--- src/rtl/core/fdpg_pkg.sv ---
package fdpg_pkg;

    // Widths of the dose period and the shared divider
    localparam int PERIOD_W   = 16;
    localparam int DIVIDEND_W = 24;
    localparam int DIVISOR_W  = 16;
    localparam int RADIX_BITS = 2;
    localparam int DIV_STEPS  = DIVIDEND_W / RADIX_BITS;
    localparam int CNT_W      = $clog2(DIV_STEPS);

    // Input item kinds
    localparam logic [1:0] KIND_TICK   = 2'd0;
    localparam logic [1:0] KIND_POWER  = 2'd1;
    localparam logic [1:0] KIND_PERIOD = 2'd2;
    // Unused code: changes nothing, the result is still reported
    localparam logic [1:0] KIND_NONE   = 2'd3;

    // Configuration register indexes (byte address 4*index)
    localparam logic [1:0] REG_PULSE_LEN = 2'd0;
    localparam logic [1:0] REG_ENERGY    = 2'd1;
    localparam logic [1:0] REG_MIN_PER   = 2'd2;
    localparam logic [1:0] REG_MAX_PER   = 2'd3;

    // Configuration reset values
    localparam logic [15:0] PULSE_LEN_RST = 16'd50;
    localparam logic [23:0] ENERGY_RST    = 24'd820512;
    localparam logic [15:0] MIN_PER_RST   = 16'd100;
    localparam logic [15:0] MAX_PER_RST   = 16'd5000;

    // Frequency scaling: twice 1e6 mHz-ms, then round by halving
    localparam logic [DIVIDEND_W-1:0] FREQ_DIVIDEND = 24'd2000000;
    localparam logic [DIVISOR_W-1:0]  KLINE_DIVISOR = 16'd250;

    // Which quotient the shared divider is producing
    typedef enum logic [1:0] {
        DIV_POWER  = 2'd0,
        DIV_FREQ   = 2'd1,
        DIV_ENERGY = 2'd2,
        DIV_KLINE  = 2'd3
    } div_op_t;

endpackage

--- src/rtl/core/fuel_dose_pulse_generator.sv ---
// Fuel dose pulse generator.
// Input channel (s_valid/s_ready): one transaction per item. kind 0 is a
// one-millisecond tick, kind 1 requests a burn power in watts (period =
// energy_per_dose / watts, clamped to min/max period), kind 2 sets the
// period directly. A period of 0 stops the pump at the start of the next
// pulse. Result channel (m_valid/m_ready): one transaction per item with
// the pump level, the frequency in mHz, the K-line byte and the burn power.
// The APB port holds pulse length, energy per dose and the period clamps.
// Divider: one shared restoring divider, two quotient bits per cycle. A
// power request runs four quotients, a tick or a period set three. An item
// that leaves the pending period at zero skips the figures, after the power
// division when one comes first. s_ready is high only while the sequencer
// is idle, so one item is in work at a time and the next transaction can
// be taken in the cycle after the result load.
// A finished result sits in the output register; the next item is accepted
// while it waits, and its own result waits until the register is taken.
// Reset (aresetn low, synchronous) stops the pulser, drives the pump low,
// clears the pending period and restores the register defaults.
module fuel_dose_pulse_generator (
    input  logic        aclk,
    input  logic        aresetn,
    input  logic        s_valid,
    output logic        s_ready,
    input  logic [1:0]  s_kind,
    input  logic [15:0] s_watts,
    input  logic [15:0] s_period_ms,
    output logic        m_valid,
    input  logic        m_ready,
    output logic        m_pump_on,
    output logic [19:0] m_frequency_mhz,
    output logic [7:0]  m_frequency_kline,
    output logic [23:0] m_burn_power,
    input  logic        psel,
    input  logic        penable,
    input  logic        pwrite,
    input  logic [3:0]  paddr,
    input  logic [31:0] pwdata,
    output logic [31:0] prdata,
    output logic        pready
);

    typedef enum logic [3:0] {
        ST_IDLE  = 4'b0001,
        ST_DIV   = 4'b0010,
        ST_APPLY = 4'b0100,
        ST_OUT   = 4'b1000
    } state_t;

    localparam int PW = fdpg_pkg::PERIOD_W;
    localparam int NW = fdpg_pkg::DIVIDEND_W;
    localparam int DW = fdpg_pkg::DIVISOR_W;
    localparam int CW = fdpg_pkg::CNT_W;
    localparam logic [CW-1:0] LAST_STEP = CW'(fdpg_pkg::DIV_STEPS - 1);

    // Configuration registers
    logic [15:0] pulse_len_reg;
    logic [23:0] energy_reg;
    logic [15:0] min_per_reg;
    logic [15:0] max_per_reg;

    // Sequencer and item latches
    state_t            state_reg, state_next;
    fdpg_pkg::div_op_t op_reg, op_next;
    logic [1:0]        kind_reg, kind_next;
    logic [PW-1:0]     req_per_reg, req_per_next;

    // Pulser state
    logic [PW-1:0] ticks_reg, ticks_next;
    logic          next_hi_reg, next_hi_next;
    logic          running_reg, running_next;
    logic [PW-1:0] active_reg, active_next;
    logic [PW-1:0] pending_reg, pending_next;
    logic          level_reg, level_next;

    // Shared divider
    logic [DW-1:0] rem_reg, rem_next;
    logic [NW-1:0] quo_reg, quo_next;
    logic [DW-1:0] dvs_reg, dvs_next;
    logic [CW-1:0] cnt_reg, cnt_next;
    logic [DW-1:0] step_rem;
    logic [NW-1:0] step_quo;

    // Result fields and output register
    logic [19:0] freq_reg, freq_next;
    logic [23:0] power_reg, power_next;
    logic [7:0]  kline_reg, kline_next;
    logic        m_valid_reg;
    logic        m_pump_on_reg;
    logic [19:0] m_freq_reg;
    logic [7:0]  m_kline_reg;
    logic [23:0] m_power_reg;
    logic        out_load;

    // Phase change control
    logic          do_phase;
    logic          phase_hi;
    logic [NW:0]   freq_round;
    logic [NW:0]   kline_round;

    // Configuration port
    assign pready = 1'b1;

    always_ff @(posedge aclk) begin
        if (!aresetn) begin
            pulse_len_reg <= fdpg_pkg::PULSE_LEN_RST;
            energy_reg    <= fdpg_pkg::ENERGY_RST;
            min_per_reg   <= fdpg_pkg::MIN_PER_RST;
            max_per_reg   <= fdpg_pkg::MAX_PER_RST;
        end else if (psel && penable && pwrite) begin
            unique case (paddr[3:2])
                fdpg_pkg::REG_PULSE_LEN: pulse_len_reg <= pwdata[15:0];
                fdpg_pkg::REG_ENERGY:    energy_reg    <= pwdata[23:0];
                fdpg_pkg::REG_MIN_PER:   min_per_reg   <= pwdata[15:0];
                fdpg_pkg::REG_MAX_PER:   max_per_reg   <= pwdata[15:0];
                default: ;
            endcase
        end
    end

    always_comb begin
        unique case (paddr[3:2])
            fdpg_pkg::REG_PULSE_LEN: prdata = {16'd0, pulse_len_reg};
            fdpg_pkg::REG_ENERGY:    prdata = {8'd0, energy_reg};
            fdpg_pkg::REG_MIN_PER:   prdata = {16'd0, min_per_reg};
            fdpg_pkg::REG_MAX_PER:   prdata = {16'd0, max_per_reg};
            default:                 prdata = 32'd0;
        endcase
    end

    // Divider: two restoring steps per cycle
    always_comb begin
        logic [DW:0]   trial;
        logic [DW-1:0] r;
        logic [NW-1:0] q;
        logic          ge;
        r = rem_reg;
        q = quo_reg;
        for (int i = 0; i < fdpg_pkg::RADIX_BITS; i++) begin
            trial = {r, q[NW-1]};
            ge    = (trial >= {1'b0, dvs_reg});
            if (ge) begin
                trial = trial - {1'b0, dvs_reg};
            end
            r = trial[DW-1:0];
            q = {q[NW-2:0], ge};
        end
        step_rem = r;
        step_quo = q;
    end

    assign freq_round  = {1'b0, step_quo} + (NW+1)'(1);
    assign kline_round = {1'b0, step_quo} + (NW+1)'(1);
    assign out_load    = (state_reg == ST_OUT) && (!m_valid_reg || m_ready);
    assign s_ready     = (state_reg == ST_IDLE);

    // Sequencer, pulser update and divider control
    always_comb begin
        state_next   = state_reg;
        op_next      = op_reg;
        kind_next    = kind_reg;
        req_per_next = req_per_reg;
        ticks_next   = ticks_reg;
        next_hi_next = next_hi_reg;
        running_next = running_reg;
        active_next  = active_reg;
        pending_next = pending_reg;
        level_next   = level_reg;
        rem_next     = rem_reg;
        quo_next     = quo_reg;
        dvs_next     = dvs_reg;
        cnt_next     = cnt_reg;
        freq_next    = freq_reg;
        power_next   = power_reg;
        kline_next   = kline_reg;
        do_phase     = 1'b0;
        phase_hi     = 1'b0;

        unique case (state_reg)
            ST_IDLE: begin
                if (s_valid) begin
                    kind_next    = s_kind;
                    req_per_next = s_period_ms;
                    state_next   = ST_APPLY;
                    if (s_kind == fdpg_pkg::KIND_POWER) begin
                        if (s_watts != 16'd0) begin
                            // start energy / watts
                            op_next    = fdpg_pkg::DIV_POWER;
                            rem_next   = '0;
                            quo_next   = energy_reg;
                            dvs_next   = s_watts;
                            cnt_next   = '0;
                            state_next = ST_DIV;
                        end else begin
                            req_per_next = '0;
                        end
                    end
                end
            end

            ST_DIV: begin
                rem_next = step_rem;
                quo_next = step_quo;
                cnt_next = cnt_reg + CW'(1);
                if (cnt_reg == LAST_STEP) begin
                    case (op_reg)
                        fdpg_pkg::DIV_POWER: begin
                            // clamp the period to the configured window
                            if (step_quo < {8'd0, min_per_reg}) begin
                                req_per_next = min_per_reg;
                            end else if (step_quo > {8'd0, max_per_reg}) begin
                                req_per_next = max_per_reg;
                            end else begin
                                req_per_next = step_quo[PW-1:0];
                            end
                            state_next = ST_APPLY;
                        end
                        fdpg_pkg::DIV_FREQ: begin
                            freq_next = freq_round[20:1];
                            op_next   = fdpg_pkg::DIV_ENERGY;
                            rem_next  = '0;
                            quo_next  = energy_reg;
                            dvs_next  = pending_reg;
                            cnt_next  = '0;
                        end
                        fdpg_pkg::DIV_ENERGY: begin
                            power_next = step_quo;
                            op_next    = fdpg_pkg::DIV_KLINE;
                            rem_next   = '0;
                            quo_next   = {4'd0, freq_reg};
                            dvs_next   = fdpg_pkg::KLINE_DIVISOR;
                            cnt_next   = '0;
                        end
                        default: begin
                            kline_next = kline_round[8:1];
                            state_next = ST_OUT;
                        end
                    endcase
                end
            end

            ST_APPLY: begin
                unique case (kind_reg) inside
                    fdpg_pkg::KIND_TICK: begin
                        if (running_reg) begin
                            if (ticks_reg > PW'(1)) begin
                                ticks_next = ticks_reg - PW'(1);
                            end else begin
                                ticks_next = '0;
                                do_phase   = 1'b1;
                                phase_hi   = next_hi_reg;
                            end
                        end
                    end
                    fdpg_pkg::KIND_POWER, fdpg_pkg::KIND_PERIOD: begin
                        pending_next = req_per_reg;
                        if (!running_reg) begin
                            running_next = 1'b1;
                            do_phase     = 1'b1;
                            phase_hi     = 1'b1;
                        end
                    end
                    default: ;
                endcase

                // phase change: start a pulse, stop on a zero period, or start the low phase
                if (do_phase) begin
                    if (phase_hi) begin
                        active_next = pending_next;
                        if (pending_next == '0) begin
                            level_next   = 1'b0;
                            running_next = 1'b0;
                            next_hi_next = 1'b1;
                        end else begin
                            level_next   = 1'b1;
                            ticks_next   = (pulse_len_reg != 16'd0) ? pulse_len_reg : PW'(1);
                            next_hi_next = 1'b0;
                        end
                    end else begin
                        level_next   = 1'b0;
                        ticks_next   = (active_reg > pulse_len_reg) ?
                                       (active_reg - pulse_len_reg) : PW'(1);
                        next_hi_next = 1'b1;
                    end
                end

                // start the figures for the pending period, or clear them when it is zero
                if (pending_next != '0) begin
                    op_next    = fdpg_pkg::DIV_FREQ;
                    rem_next   = '0;
                    quo_next   = fdpg_pkg::FREQ_DIVIDEND;
                    dvs_next   = pending_next;
                    cnt_next   = '0;
                    state_next = ST_DIV;
                end else begin
                    freq_next  = '0;
                    power_next = '0;
                    kline_next = '0;
                    state_next = ST_OUT;
                end
            end

            ST_OUT: begin
                if (out_load) begin
                    state_next = ST_IDLE;
                end
            end

            default: state_next = ST_IDLE;
        endcase
    end

    // Control state
    always_ff @(posedge aclk) begin
        if (!aresetn) begin
            state_reg   <= ST_IDLE;
            ticks_reg   <= '0;
            next_hi_reg <= 1'b0;
            running_reg <= 1'b0;
            active_reg  <= '0;
            pending_reg <= '0;
            level_reg   <= 1'b0;
            cnt_reg     <= '0;
            m_valid_reg <= 1'b0;
        end else begin
            state_reg   <= state_next;
            ticks_reg   <= ticks_next;
            next_hi_reg <= next_hi_next;
            running_reg <= running_next;
            active_reg  <= active_next;
            pending_reg <= pending_next;
            level_reg   <= level_next;
            cnt_reg     <= cnt_next;
            if (out_load) begin
                m_valid_reg <= 1'b1;
            end else if (m_ready) begin
                m_valid_reg <= 1'b0;
            end
        end
    end

    // Payload registers
    always_ff @(posedge aclk) begin
        op_reg      <= op_next;
        kind_reg    <= kind_next;
        req_per_reg <= req_per_next;
        rem_reg     <= rem_next;
        quo_reg     <= quo_next;
        dvs_reg     <= dvs_next;
        freq_reg    <= freq_next;
        power_reg   <= power_next;
        kline_reg   <= kline_next;
        if (out_load) begin
            m_pump_on_reg <= level_reg;
            m_freq_reg    <= freq_reg;
            m_kline_reg   <= kline_reg;
            m_power_reg   <= power_reg;
        end
    end

    assign m_valid           = m_valid_reg;
    assign m_pump_on         = m_pump_on_reg;
    assign m_frequency_mhz   = m_freq_reg;
    assign m_frequency_kline = m_kline_reg;
    assign m_burn_power      = m_power_reg;

`ifndef SYNTHESIS
    // A stopped pulser never drives the pump
    a_stopped_low: assert property (@(posedge aclk) disable iff (!aresetn)
        !running_reg |-> !level_reg)
        else $error("pump high while pulser stopped");

    // A high pump always follows a nonzero active period
    a_high_period: assert property (@(posedge aclk) disable iff (!aresetn)
        level_reg |-> (active_reg != '0))
        else $error("pump high with zero active period");

    // The divider never runs on a zero divisor
    a_div_nonzero: assert property (@(posedge aclk) disable iff (!aresetn)
        (state_reg == ST_DIV) |-> (dvs_reg != '0))
        else $error("divide by zero");

    // Frequency result stays within 1 kHz
    a_freq_range: assert property (@(posedge aclk) disable iff (!aresetn)
        m_valid_reg |-> (m_freq_reg <= 20'd1000000))
        else $error("frequency out of range");

    // A result register load is followed by a valid result and an idle sequencer
    a_load_valid: assert property (@(posedge aclk) disable iff (!aresetn)
        out_load |=> (m_valid_reg && (state_reg == ST_IDLE)))
        else $error("result lost after load");
`endif

endmodule
--- config.mk ---
export PLATFORM = sky130hd
export DESIGN_NAME = fuel_dose_pulse_generator
export DESIGN_NICKNAME = d
export VERILOG_FILES = /design/src/rtl/core/fdpg_pkg.sv /design/src/rtl/core/fuel_dose_pulse_generator.sv
export SDC_FILE = /design/constraint.sdc
export NUM_CORES = 1
export LEC_CHECK = 0
export BUFFER_PORTS_ARGS = -buffer_cell sky130_fd_sc_hd__buf_2
export CAP_MARGIN = 5
export CORE_ASPECT_RATIO = 0.9
export CORE_UTILIZATION = 28
export DETAILED_ROUTE_END_ITERATION = 10
export REMOVE_ABC_BUFFERS = 1
export SLEW_MARGIN = 10
export SYNTH_ARGS = -nofsm -noshare
export SYNTH_HDL_FRONTEND = slang
export SYNTH_SLANG_ARGS = --single-unit
export TNS_END_PERCENT = 10
--- constraint.sdc ---
create_clock -name aclk -period 7.2 [get_ports aclk]
set_input_delay 1.44 -clock aclk [delete_from_list [all_inputs] [get_ports aclk]]
set_output_delay 1.44 -clock aclk [all_outputs]
set_load 0.02 [all_outputs]
## Yosys cells after proc, flatten, opt, wreduce, memory -nomap -nowiden

Index checks and enable logic that the tools add are counted.
Widths: inputs -> output; s select.

| cells by class | value |
|---|---|
| order comparisons | 6 |
| $add $sub $neg | 6 |
| reductions and logical operators | 33 |
| multiplexer cells | 95 |
| equal/unequal tests | 26 |

Operators with widths:

| kind | number |
|---|---|
| $mux 16 | 30 |
| $mux 24 | 8 |
| $pmux 32 s4 | 1 |
| $pmux 16 s3 | 2 |
| $pmux 24 s2 | 2 |
| $pmux 24 s3 | 1 |
| $pmux 16 s2 | 2 |
| $mux 20 | 3 |
| $reduce_bool 16->1 | 3 |
| $sub 16x16->16 | 3 |
| $mux 4 | 10 |
| $pmux 20 s2 | 1 |
| $ge 17x16->1 | 2 |
| $gt 24x16->1 | 1 |
| $lt 24x16->1 | 1 |
| $mux 8 | 3 |
| $add 21x1->21 const B | 1 |
| $reduce_and 4->1 | 5 |
| $mux 1 | 17 |
| $gt 16x1->1 const B | 1 |
| $gt 16x16->1 | 1 |
| $logic_not 16->1 | 1 |
| $ne 2x2->1 const B | 8 |
| $pmux 4 s4 | 1 |
| 30 further kinds | 58 |

| storage, ports and cells | value |
|---|---|
| bits of input ports | 77 |
| flip-flop bits (word level) | 313 |
| output and inout bits | 88 |
| word-level logic and storage cells | 192 |

## Longest topological paths before layout

| logic depth | value |
|---|---|
| word-level depth | 9 |
| depth in mapped cells | 33 |
| gate-level depth less buffers | 30 |

## Worst setup path before layout

OpenSTA, ideal clock, no wires.

| path | value |
|---|---|
| path type | reg-to-reg |
| start | reg dvs_reg[1] |
| end | reg req_per_reg[15], data pin |
| stages on the path, launching flop included | 31 |
| required time | 7.042 ns |
| library setup time | 0.158 ns |
| path slack | 1.133 ns |
| clock period less this slack | 6.067 ns |
| buffers on the path | 4 |
| arrival | 5.909 ns |
| cells stage by stage | edfxtp_1 inv_1 ha_1 nor2b_1 o31ai_1 a21oi_2 or2_2 o21ai_1 buf_2 clkbuf_1 nand2_1 o31ai_1 ha_1 a2111o_1 o2111ai_1 nand2_1 a31oi_1 a21boi_0 o21ai_2 clkinv_1 buf_2 ha_1 nand2b_1 a21oi_1 o21ai_0 a21oi_1 o21ai_0 a22oi_1 clkbuf_1 a211o_1 o211ai_1 |

| on the way | value |
|---|---|
| longest elaborated chain between the ends | 9 |
| elaborated cells on any way between the ends | 11 |
| classes of those cells | add/sub (1); order compare (4); mux (6) |

RTL lines:

| element | line | source |
|---|---|---|
| start, declared | fuel_dose_pulse_generator.sv:78 | `logic [DW-1:0] dvs_reg, dvs_next;` |
| start signal, assigned | fuel_dose_pulse_generator.sv:348 | `dvs_reg <= dvs_next;` |
| $sub 16x16->16 or $ge 17x16->1 (tied branches) | fuel_dose_pulse_generator.sv:142, fuel_dose_pulse_generator.sv:140 |  |
| $mux 16 | fuel_dose_pulse_generator.sv:141 | `if (ge) begin` |
| $ge 17x16->1 | fuel_dose_pulse_generator.sv:140 | `ge = (trial >= {1'b0, dvs_reg});` |
| $gt 24x16->1 | fuel_dose_pulse_generator.sv:210 | `end else if (step_quo > {8'd0, max_per_reg}) begin` |
| $mux 16 | fuel_dose_pulse_generator.sv:210 |  |
| $mux 16 (*) | fuel_dose_pulse_generator.sv:208 | `if (step_quo < {8'd0, min_per_reg}) begin` |
| $mux 16 (*) | fuel_dose_pulse_generator.sv:205 | `case (op_reg)` |
| $mux 16 (*) | fuel_dose_pulse_generator.sv:204 | `if (cnt_reg == LAST_STEP) begin` |
| $pmux 16 s2 (*) | fuel_dose_pulse_generator.sv:178 | `unique case (state_reg)` |
| via req_per_next[15] | fuel_dose_pulse_generator.sv:65 | `logic [PW-1:0] req_per_reg, req_per_next;` |
| end signal, assigned | fuel_dose_pulse_generator.sv:345 | `req_per_reg <= req_per_next;` |
| end, declared | fuel_dose_pulse_generator.sv:65 |  |

The timed path passes the listed nets; every way through them passes the cells marked *. The select of a mux whose other input is x is not followed.
A chain may end at the register's enable or synchronous reset.

## Worst setup path in the final report

| path | value |
|---|---|
| start | reg quo_reg[23] |
| end | reg req_per_reg[15], data pin |

| on the way | value |
|---|---|
| longest elaborated chain between the ends | 9 |
| elaborated cells on any way between the ends | 11 |
| classes of those cells | add/sub (1); order compare (4); mux (6) |

RTL lines:

| element | line | source |
|---|---|---|
| start, declared | fuel_dose_pulse_generator.sv:77 | `logic [NW-1:0] quo_reg, quo_next;` |
| start signal, assigned | fuel_dose_pulse_generator.sv:347 | `quo_reg <= quo_next;` |
| $sub 16x16->16 or $ge 17x16->1 (tied branches) | fuel_dose_pulse_generator.sv:142, fuel_dose_pulse_generator.sv:140 |  |
| $mux 16 | fuel_dose_pulse_generator.sv:141 |  |
| $ge 17x16->1 | fuel_dose_pulse_generator.sv:140 |  |
| $gt 24x16->1 | fuel_dose_pulse_generator.sv:210 |  |
| $mux 16 | fuel_dose_pulse_generator.sv:210 |  |
| $mux 16 (*) | fuel_dose_pulse_generator.sv:208 |  |
| $mux 16 (*) | fuel_dose_pulse_generator.sv:205 |  |
| $mux 16 (*) | fuel_dose_pulse_generator.sv:204 |  |
| $pmux 16 s2 (*) | fuel_dose_pulse_generator.sv:178 |  |
| via req_per_next[15] | fuel_dose_pulse_generator.sv:65 |  |

Marked as above.

==> impl_metrics.prom <==
# TYPE chip_impl_metric gauge
chip_impl_metric{name="fp.dieH",unit="um"} 237
chip_impl_metric{name="overflow",unit=""} 0
chip_impl_metric{name="finalSetupViolations",unit=""} 0
chip_impl_metric{name="period_share",unit=""} 0.894
chip_impl_metric{name="synth.avg_cell_area",unit="um2"} 9.49
chip_impl_info{name="crit-reg2reg-capture",value="req_per_reg[15]$_DFFE_PP_"} 1
chip_impl_metric{name="yosys.cell_types.count",unit=""} 84
chip_impl_metric{name="synth_top_area_share",unit=""} 0.315
chip_impl_metric{name="grt_start_max_net_pins",unit=""} 69
chip_impl_info{name="clock_tree_from_tritoncts",value="built"} 1
chip_impl_metric{name="max_slew_violation_total_from_the_final_report",unit=""} 0
chip_impl_info{name="grt_most_used_layer",value="met2"} 1
chip_impl_info{name="slowest_stage",value="sky130_fd_sc_hd__edfxtp_1"} 1
chip_impl_metric{name="maxSlewHeadroom",unit=""} 0.238
chip_impl_metric{name="rd_place_congestion",unit=""} 0.890
chip_impl_info{name="yosys.cell_count.top_type",value="sky130_fd_sc_hd__nand2_1"} 1
chip_impl_metric{name="buffer_ports.inserted",unit=""} 145
chip_impl_info{name="synthTopCellsByArea",value="sky130_fd_sc_hd__edfxtp_1, sky130_fd_sc_hd__dfxtp_1, sky130_fd_sc_hd__ha_1"} 1
chip_impl_metric{name="nets",unit=""} 2105
chip_impl_info{name="ys.flop_type",value="sky130_fd_sc_hd__edfxtp_1"} 1
chip_impl_info{name="cp_endpoint",value="req_per_reg[15]$_DFFE_PP_"} 1
chip_impl_metric{name="use_met1",unit=""} 0.247
chip_impl_metric{name="drive_above_1_share",unit=""} 0.150
chip_impl_metric{name="static-leakage-power",unit="nW"} 7.51
chip_impl_metric{name="detail_routed_net_length_per_standard_cell",unit="um"} 20.6
chip_impl_metric{name="area_delta_synth_final",unit="%"} 16.1
chip_impl_info{name="reg2reg_from",value="quo_reg[23]$_DFFE_PP_"} 1
chip_impl_metric{name="achievable_clock_frequency",unit="GHz"} 0.155
chip_impl_metric{name="cap_violations",unit=""} 0
chip_impl_metric{name="worst-endpoint-required",unit="ns"} 7.57
chip_impl_metric{name="total_power",unit="W"} 0.00586
chip_impl_info{name="hold_removal_path_class",value="flip-flop to flip-flop"} 1
chip_impl_metric{name="hold_buffers",unit=""} 0
chip_impl_metric{name="floorplan.core_area",unit="mm2"} 0.0603
chip_impl_metric{name="clk_path_buf_depth",unit=""} 3
chip_impl_metric{name="hold_ws",unit="ns"} 0.421
chip_impl_metric{name="layout.cells.non_filler",unit=""} 2747
chip_impl_metric{name="synth_seq_cells",unit=""} 313
chip_impl_metric{name="grt_antenna_before_repair",unit=""} 5
chip_impl_metric{name="num_io_pins",unit=""} 165
chip_impl_info{name="start_kind",value="flip-flop"} 1
chip_impl_info{name="clock-root-buffer",value="sky130_fd_sc_hd__clkbuf_16"} 1
chip_impl_metric{name="drt.antenna.violating_nets",unit=""} 0
chip_impl_info{name="post_synth_most_frequent_cells",value="sky130_fd_sc_hd__nand2_1, sky130_fd_sc_hd__edfxtp_1, sky130_fd_sc_hd__nor2_1"} 1
chip_impl_metric{name="worst_ir_drop_vdd",unit="mV"} 0.132
chip_impl_metric{name="asyncSetResetFlopFracSynth",unit=""} 0
chip_impl_info{name="synth_largest_area_cell",value="sky130_fd_sc_hd__edfxtp_1"} 1
chip_impl_metric{name="latest_clock_arrival_within_the_worst_skew_pair",unit="ns"} 0.54
chip_impl_metric{name="fin_worst_skew",unit="ns"} 0.0113
chip_impl_metric{name="routed_wirelength",unit="um"} 56700
chip_impl_metric{name="vias_per_cell",unit=""} 5.34
chip_impl_metric{name="worstMarginPinSlew",unit="ns"} 1.14
chip_impl_metric{name="dr.pass1.iters",unit=""} 6
chip_impl_metric{name="finalSetupTns",unit="ns"} 0
chip_impl_metric{name="postCtsSetupRepairBufs",unit=""} 0
chip_impl_metric{name="first_pass_grt_wire_length",unit="um"} 86700
chip_impl_metric{name="initial_core_util",unit=""} 0.286
chip_impl_metric{name="grt_use_met3",unit=""} 0.0292
chip_impl_metric{name="post_synth_instance_area",unit="mm2"} 0.0172
chip_impl_metric{name="power_per_cell_area",unit="mW/mm2"} 293
chip_impl_metric{name="number_of_global_route_vias_before_repair",unit=""} 14109
chip_impl_metric{name="cts.repair.resized",unit=""} 0
chip_impl_metric{name="cts_htree_levels",unit=""} 2
chip_impl_metric{name="final.min_clock_period",unit="ns"} 6.43
chip_impl_metric{name="r2r_cells",unit=""} 31
chip_impl_metric{name="placementRows",unit=""} 85
chip_impl_metric{name="finalHoldViolations",unit=""} 0
chip_impl_metric{name="total_cts_buffers",unit=""} 36
chip_impl_metric{name="number_of_flops_mapped_to_enable_cells_by_yosys",unit=""} 181
chip_impl_metric{name="post-place-cells",unit=""} 2681
chip_impl_metric{name="clkSinkCount",unit=""} 313
chip_impl_metric{name="worst_path_largest_cell_delay",unit="ns"} 0.44
chip_impl_metric{name="dr.first_iter.drc_count",unit=""} 1294
chip_impl_metric{name="cp_data_arrival_time",unit="ns"} 6.80
chip_impl_metric{name="crit_path_max_fanout",unit=""} 31
chip_impl_metric{name="timing.reg2reg.setup_slack",unit="ns"} 0.77
chip_impl_info{name="timing.setup.critical_path_class",value="flip-flop to flip-flop"} 1
chip_impl_info{name="unrepaired_setup_endpoints_after_global_routing",value="no"} 1
chip_impl_metric{name="die_area",unit="mm2"} 0.0626
chip_impl_metric{name="synth_sequential_area_ratio",unit=""} 0.469
chip_impl_metric{name="drc",unit=""} 0
chip_impl_metric{name="final.fill_count",unit=""} 6052
chip_impl_metric{name="place_hpwl",unit="um"} 41800
chip_impl_metric{name="grt_util_all_layers",unit=""} 0.179
chip_impl_metric{name="routed-via-count",unit=""} 14661
chip_impl_metric{name="globalRouteMet2Util",unit=""} 0.286
chip_impl_metric{name="floorplan.die.width",unit="um"} 264
chip_impl_metric{name="synth_warnings",unit=""} 0
chip_impl_metric{name="clock_transition_time_at_the_flip_flop_clock_pins_of_the_worst_setup_and_hold_paths",unit="ns"} 0.06
chip_impl_info{name="worst_setup_ep_type",value="flip-flop"} 1
chip_impl_info{name="worst_setup_path_startpoint",value="quo_reg[23]$_DFFE_PP_"} 1
chip_impl_metric{name="syn-instance-count",unit=""} 1817
chip_impl_info{name="run_status",value="finished clean"} 1
[routing by layer]
metal	part of all wire	routed length, um
met5	0.00041	23
met4	0.025	1430
met3	0.074	4210
met2	0.45	25700
met1	0.45	25300
[cells by family (layout without fill, tap and decap cells)]
family | after synthesis | count (layout) | share of synthesized area
AO/OA/AOI/OAI | 447 | 447 | 0.175
XOR/XNOR | 46 | 46 | 0.0238
adder cells (fa/ha/maj) | 92 | 92 | 0.0681
buffers and inverters | 210 | 349 | 0.0499
flip-flops | 313 | 313 | 0.469
multiplexers | 40 | 40 | 0.0352
other | 2 | 10 | 0.000436
AND/OR/NAND/NOR | 667 | 667 | 0.179
[report_power, final]
group          internal, W  switching (W)
clock network      0.00114       0.000770
registers          0.00207       0.000113
logic             0.000630        0.00114
total              0.00384        0.00202
[stage by stage]
step	utilization	area (um2)	worst slack, ns
2_1_floorplan	-	16800	-5.14
3_3_place_gp	0.312	18800	0.884
3_5_place_dp	0.312	18800	0.835
4_1_cts	0.332	20000	0.796
5_1_grt	0.332	20000	0.291
6_report	0.332	20000	0.766
[critical path, delay by kind of cell (launching register included)]
family          cells  cell delay [ns]
compound gates     17             3.09
xor+xnor            1             0.16
fa+ha+maj           4             1.25
buf+inv             4             0.64
flops               1             0.44
simple gates        5             0.68
[layout by cell type (no fill, tap or decap), types with 30 or more instances in the layout]
| cell type | count |
|---|---|
| sky130_fd_sc_hd__nor2_1 | 142 |
| sky130_fd_sc_hd__dfxtp_1 | 132 |
| sky130_fd_sc_hd__a211oi_1 | 30 |
| sky130_fd_sc_hd__nand4_1 | 37 |
| sky130_fd_sc_hd__inv_1 | 108 |
| sky130_fd_sc_hd__clkbuf_16 | 37 |
| sky130_fd_sc_hd__nor2b_1 | 38 |
| sky130_fd_sc_hd__a21oi_1 | 142 |
| sky130_fd_sc_hd__nand2_1 | 288 |
| sky130_fd_sc_hd__o21ai_0 | 87 |
| sky130_fd_sc_hd__buf_2 | 145 |
| sky130_fd_sc_hd__edfxtp_1 | 181 |
| sky130_fd_sc_hd__nand3_1 | 31 |
| sky130_fd_sc_hd__ha_1 | 89 |
[worst min path at each step]
stage,from,slack [ns],end,cells after the start
floorplan,power_reg[0]$_SDFFCE_PP0P_,0.40,m_burn_power[0]$_DFFE_PP_,0
global placement,kline_reg[6]$_SDFFCE_PP0P_,0.41,m_frequency_kline[6]$_DFFE_PP_,0
detailed placement,power_reg[20]$_SDFFCE_PP0P_,0.41,m_burn_power[20]$_DFFE_PP_,0
CTS,power_reg[20]$_SDFFCE_PP0P_,0.42,m_burn_power[20]$_DFFE_PP_,0
global route,power_reg[20]$_SDFFCE_PP0P_,0.42,m_burn_power[20]$_DFFE_PP_,0
finish,kline_reg[5]$_SDFFCE_PP0P_,0.42,m_frequency_kline[5]$_DFFE_PP_,0
[area by class of cell]
cell class | instances | area (um2) | area share
timing repair buffer | 173 | 936 | 0.0468
clock buffer | 42 | 965 | 0.0482
multi-input combinational | 1301 | 8380 | 0.419
inverter | 111 | 418 | 0.0209
tap | 783 | 980 | 0.0490
antenna | 1 | 2.50 | 0.000125
sequential | 313 | 8080 | 0.404
clock inverter | 23 | 255 | 0.0128
Note: power is estimated with default switching activity, not from simulation.
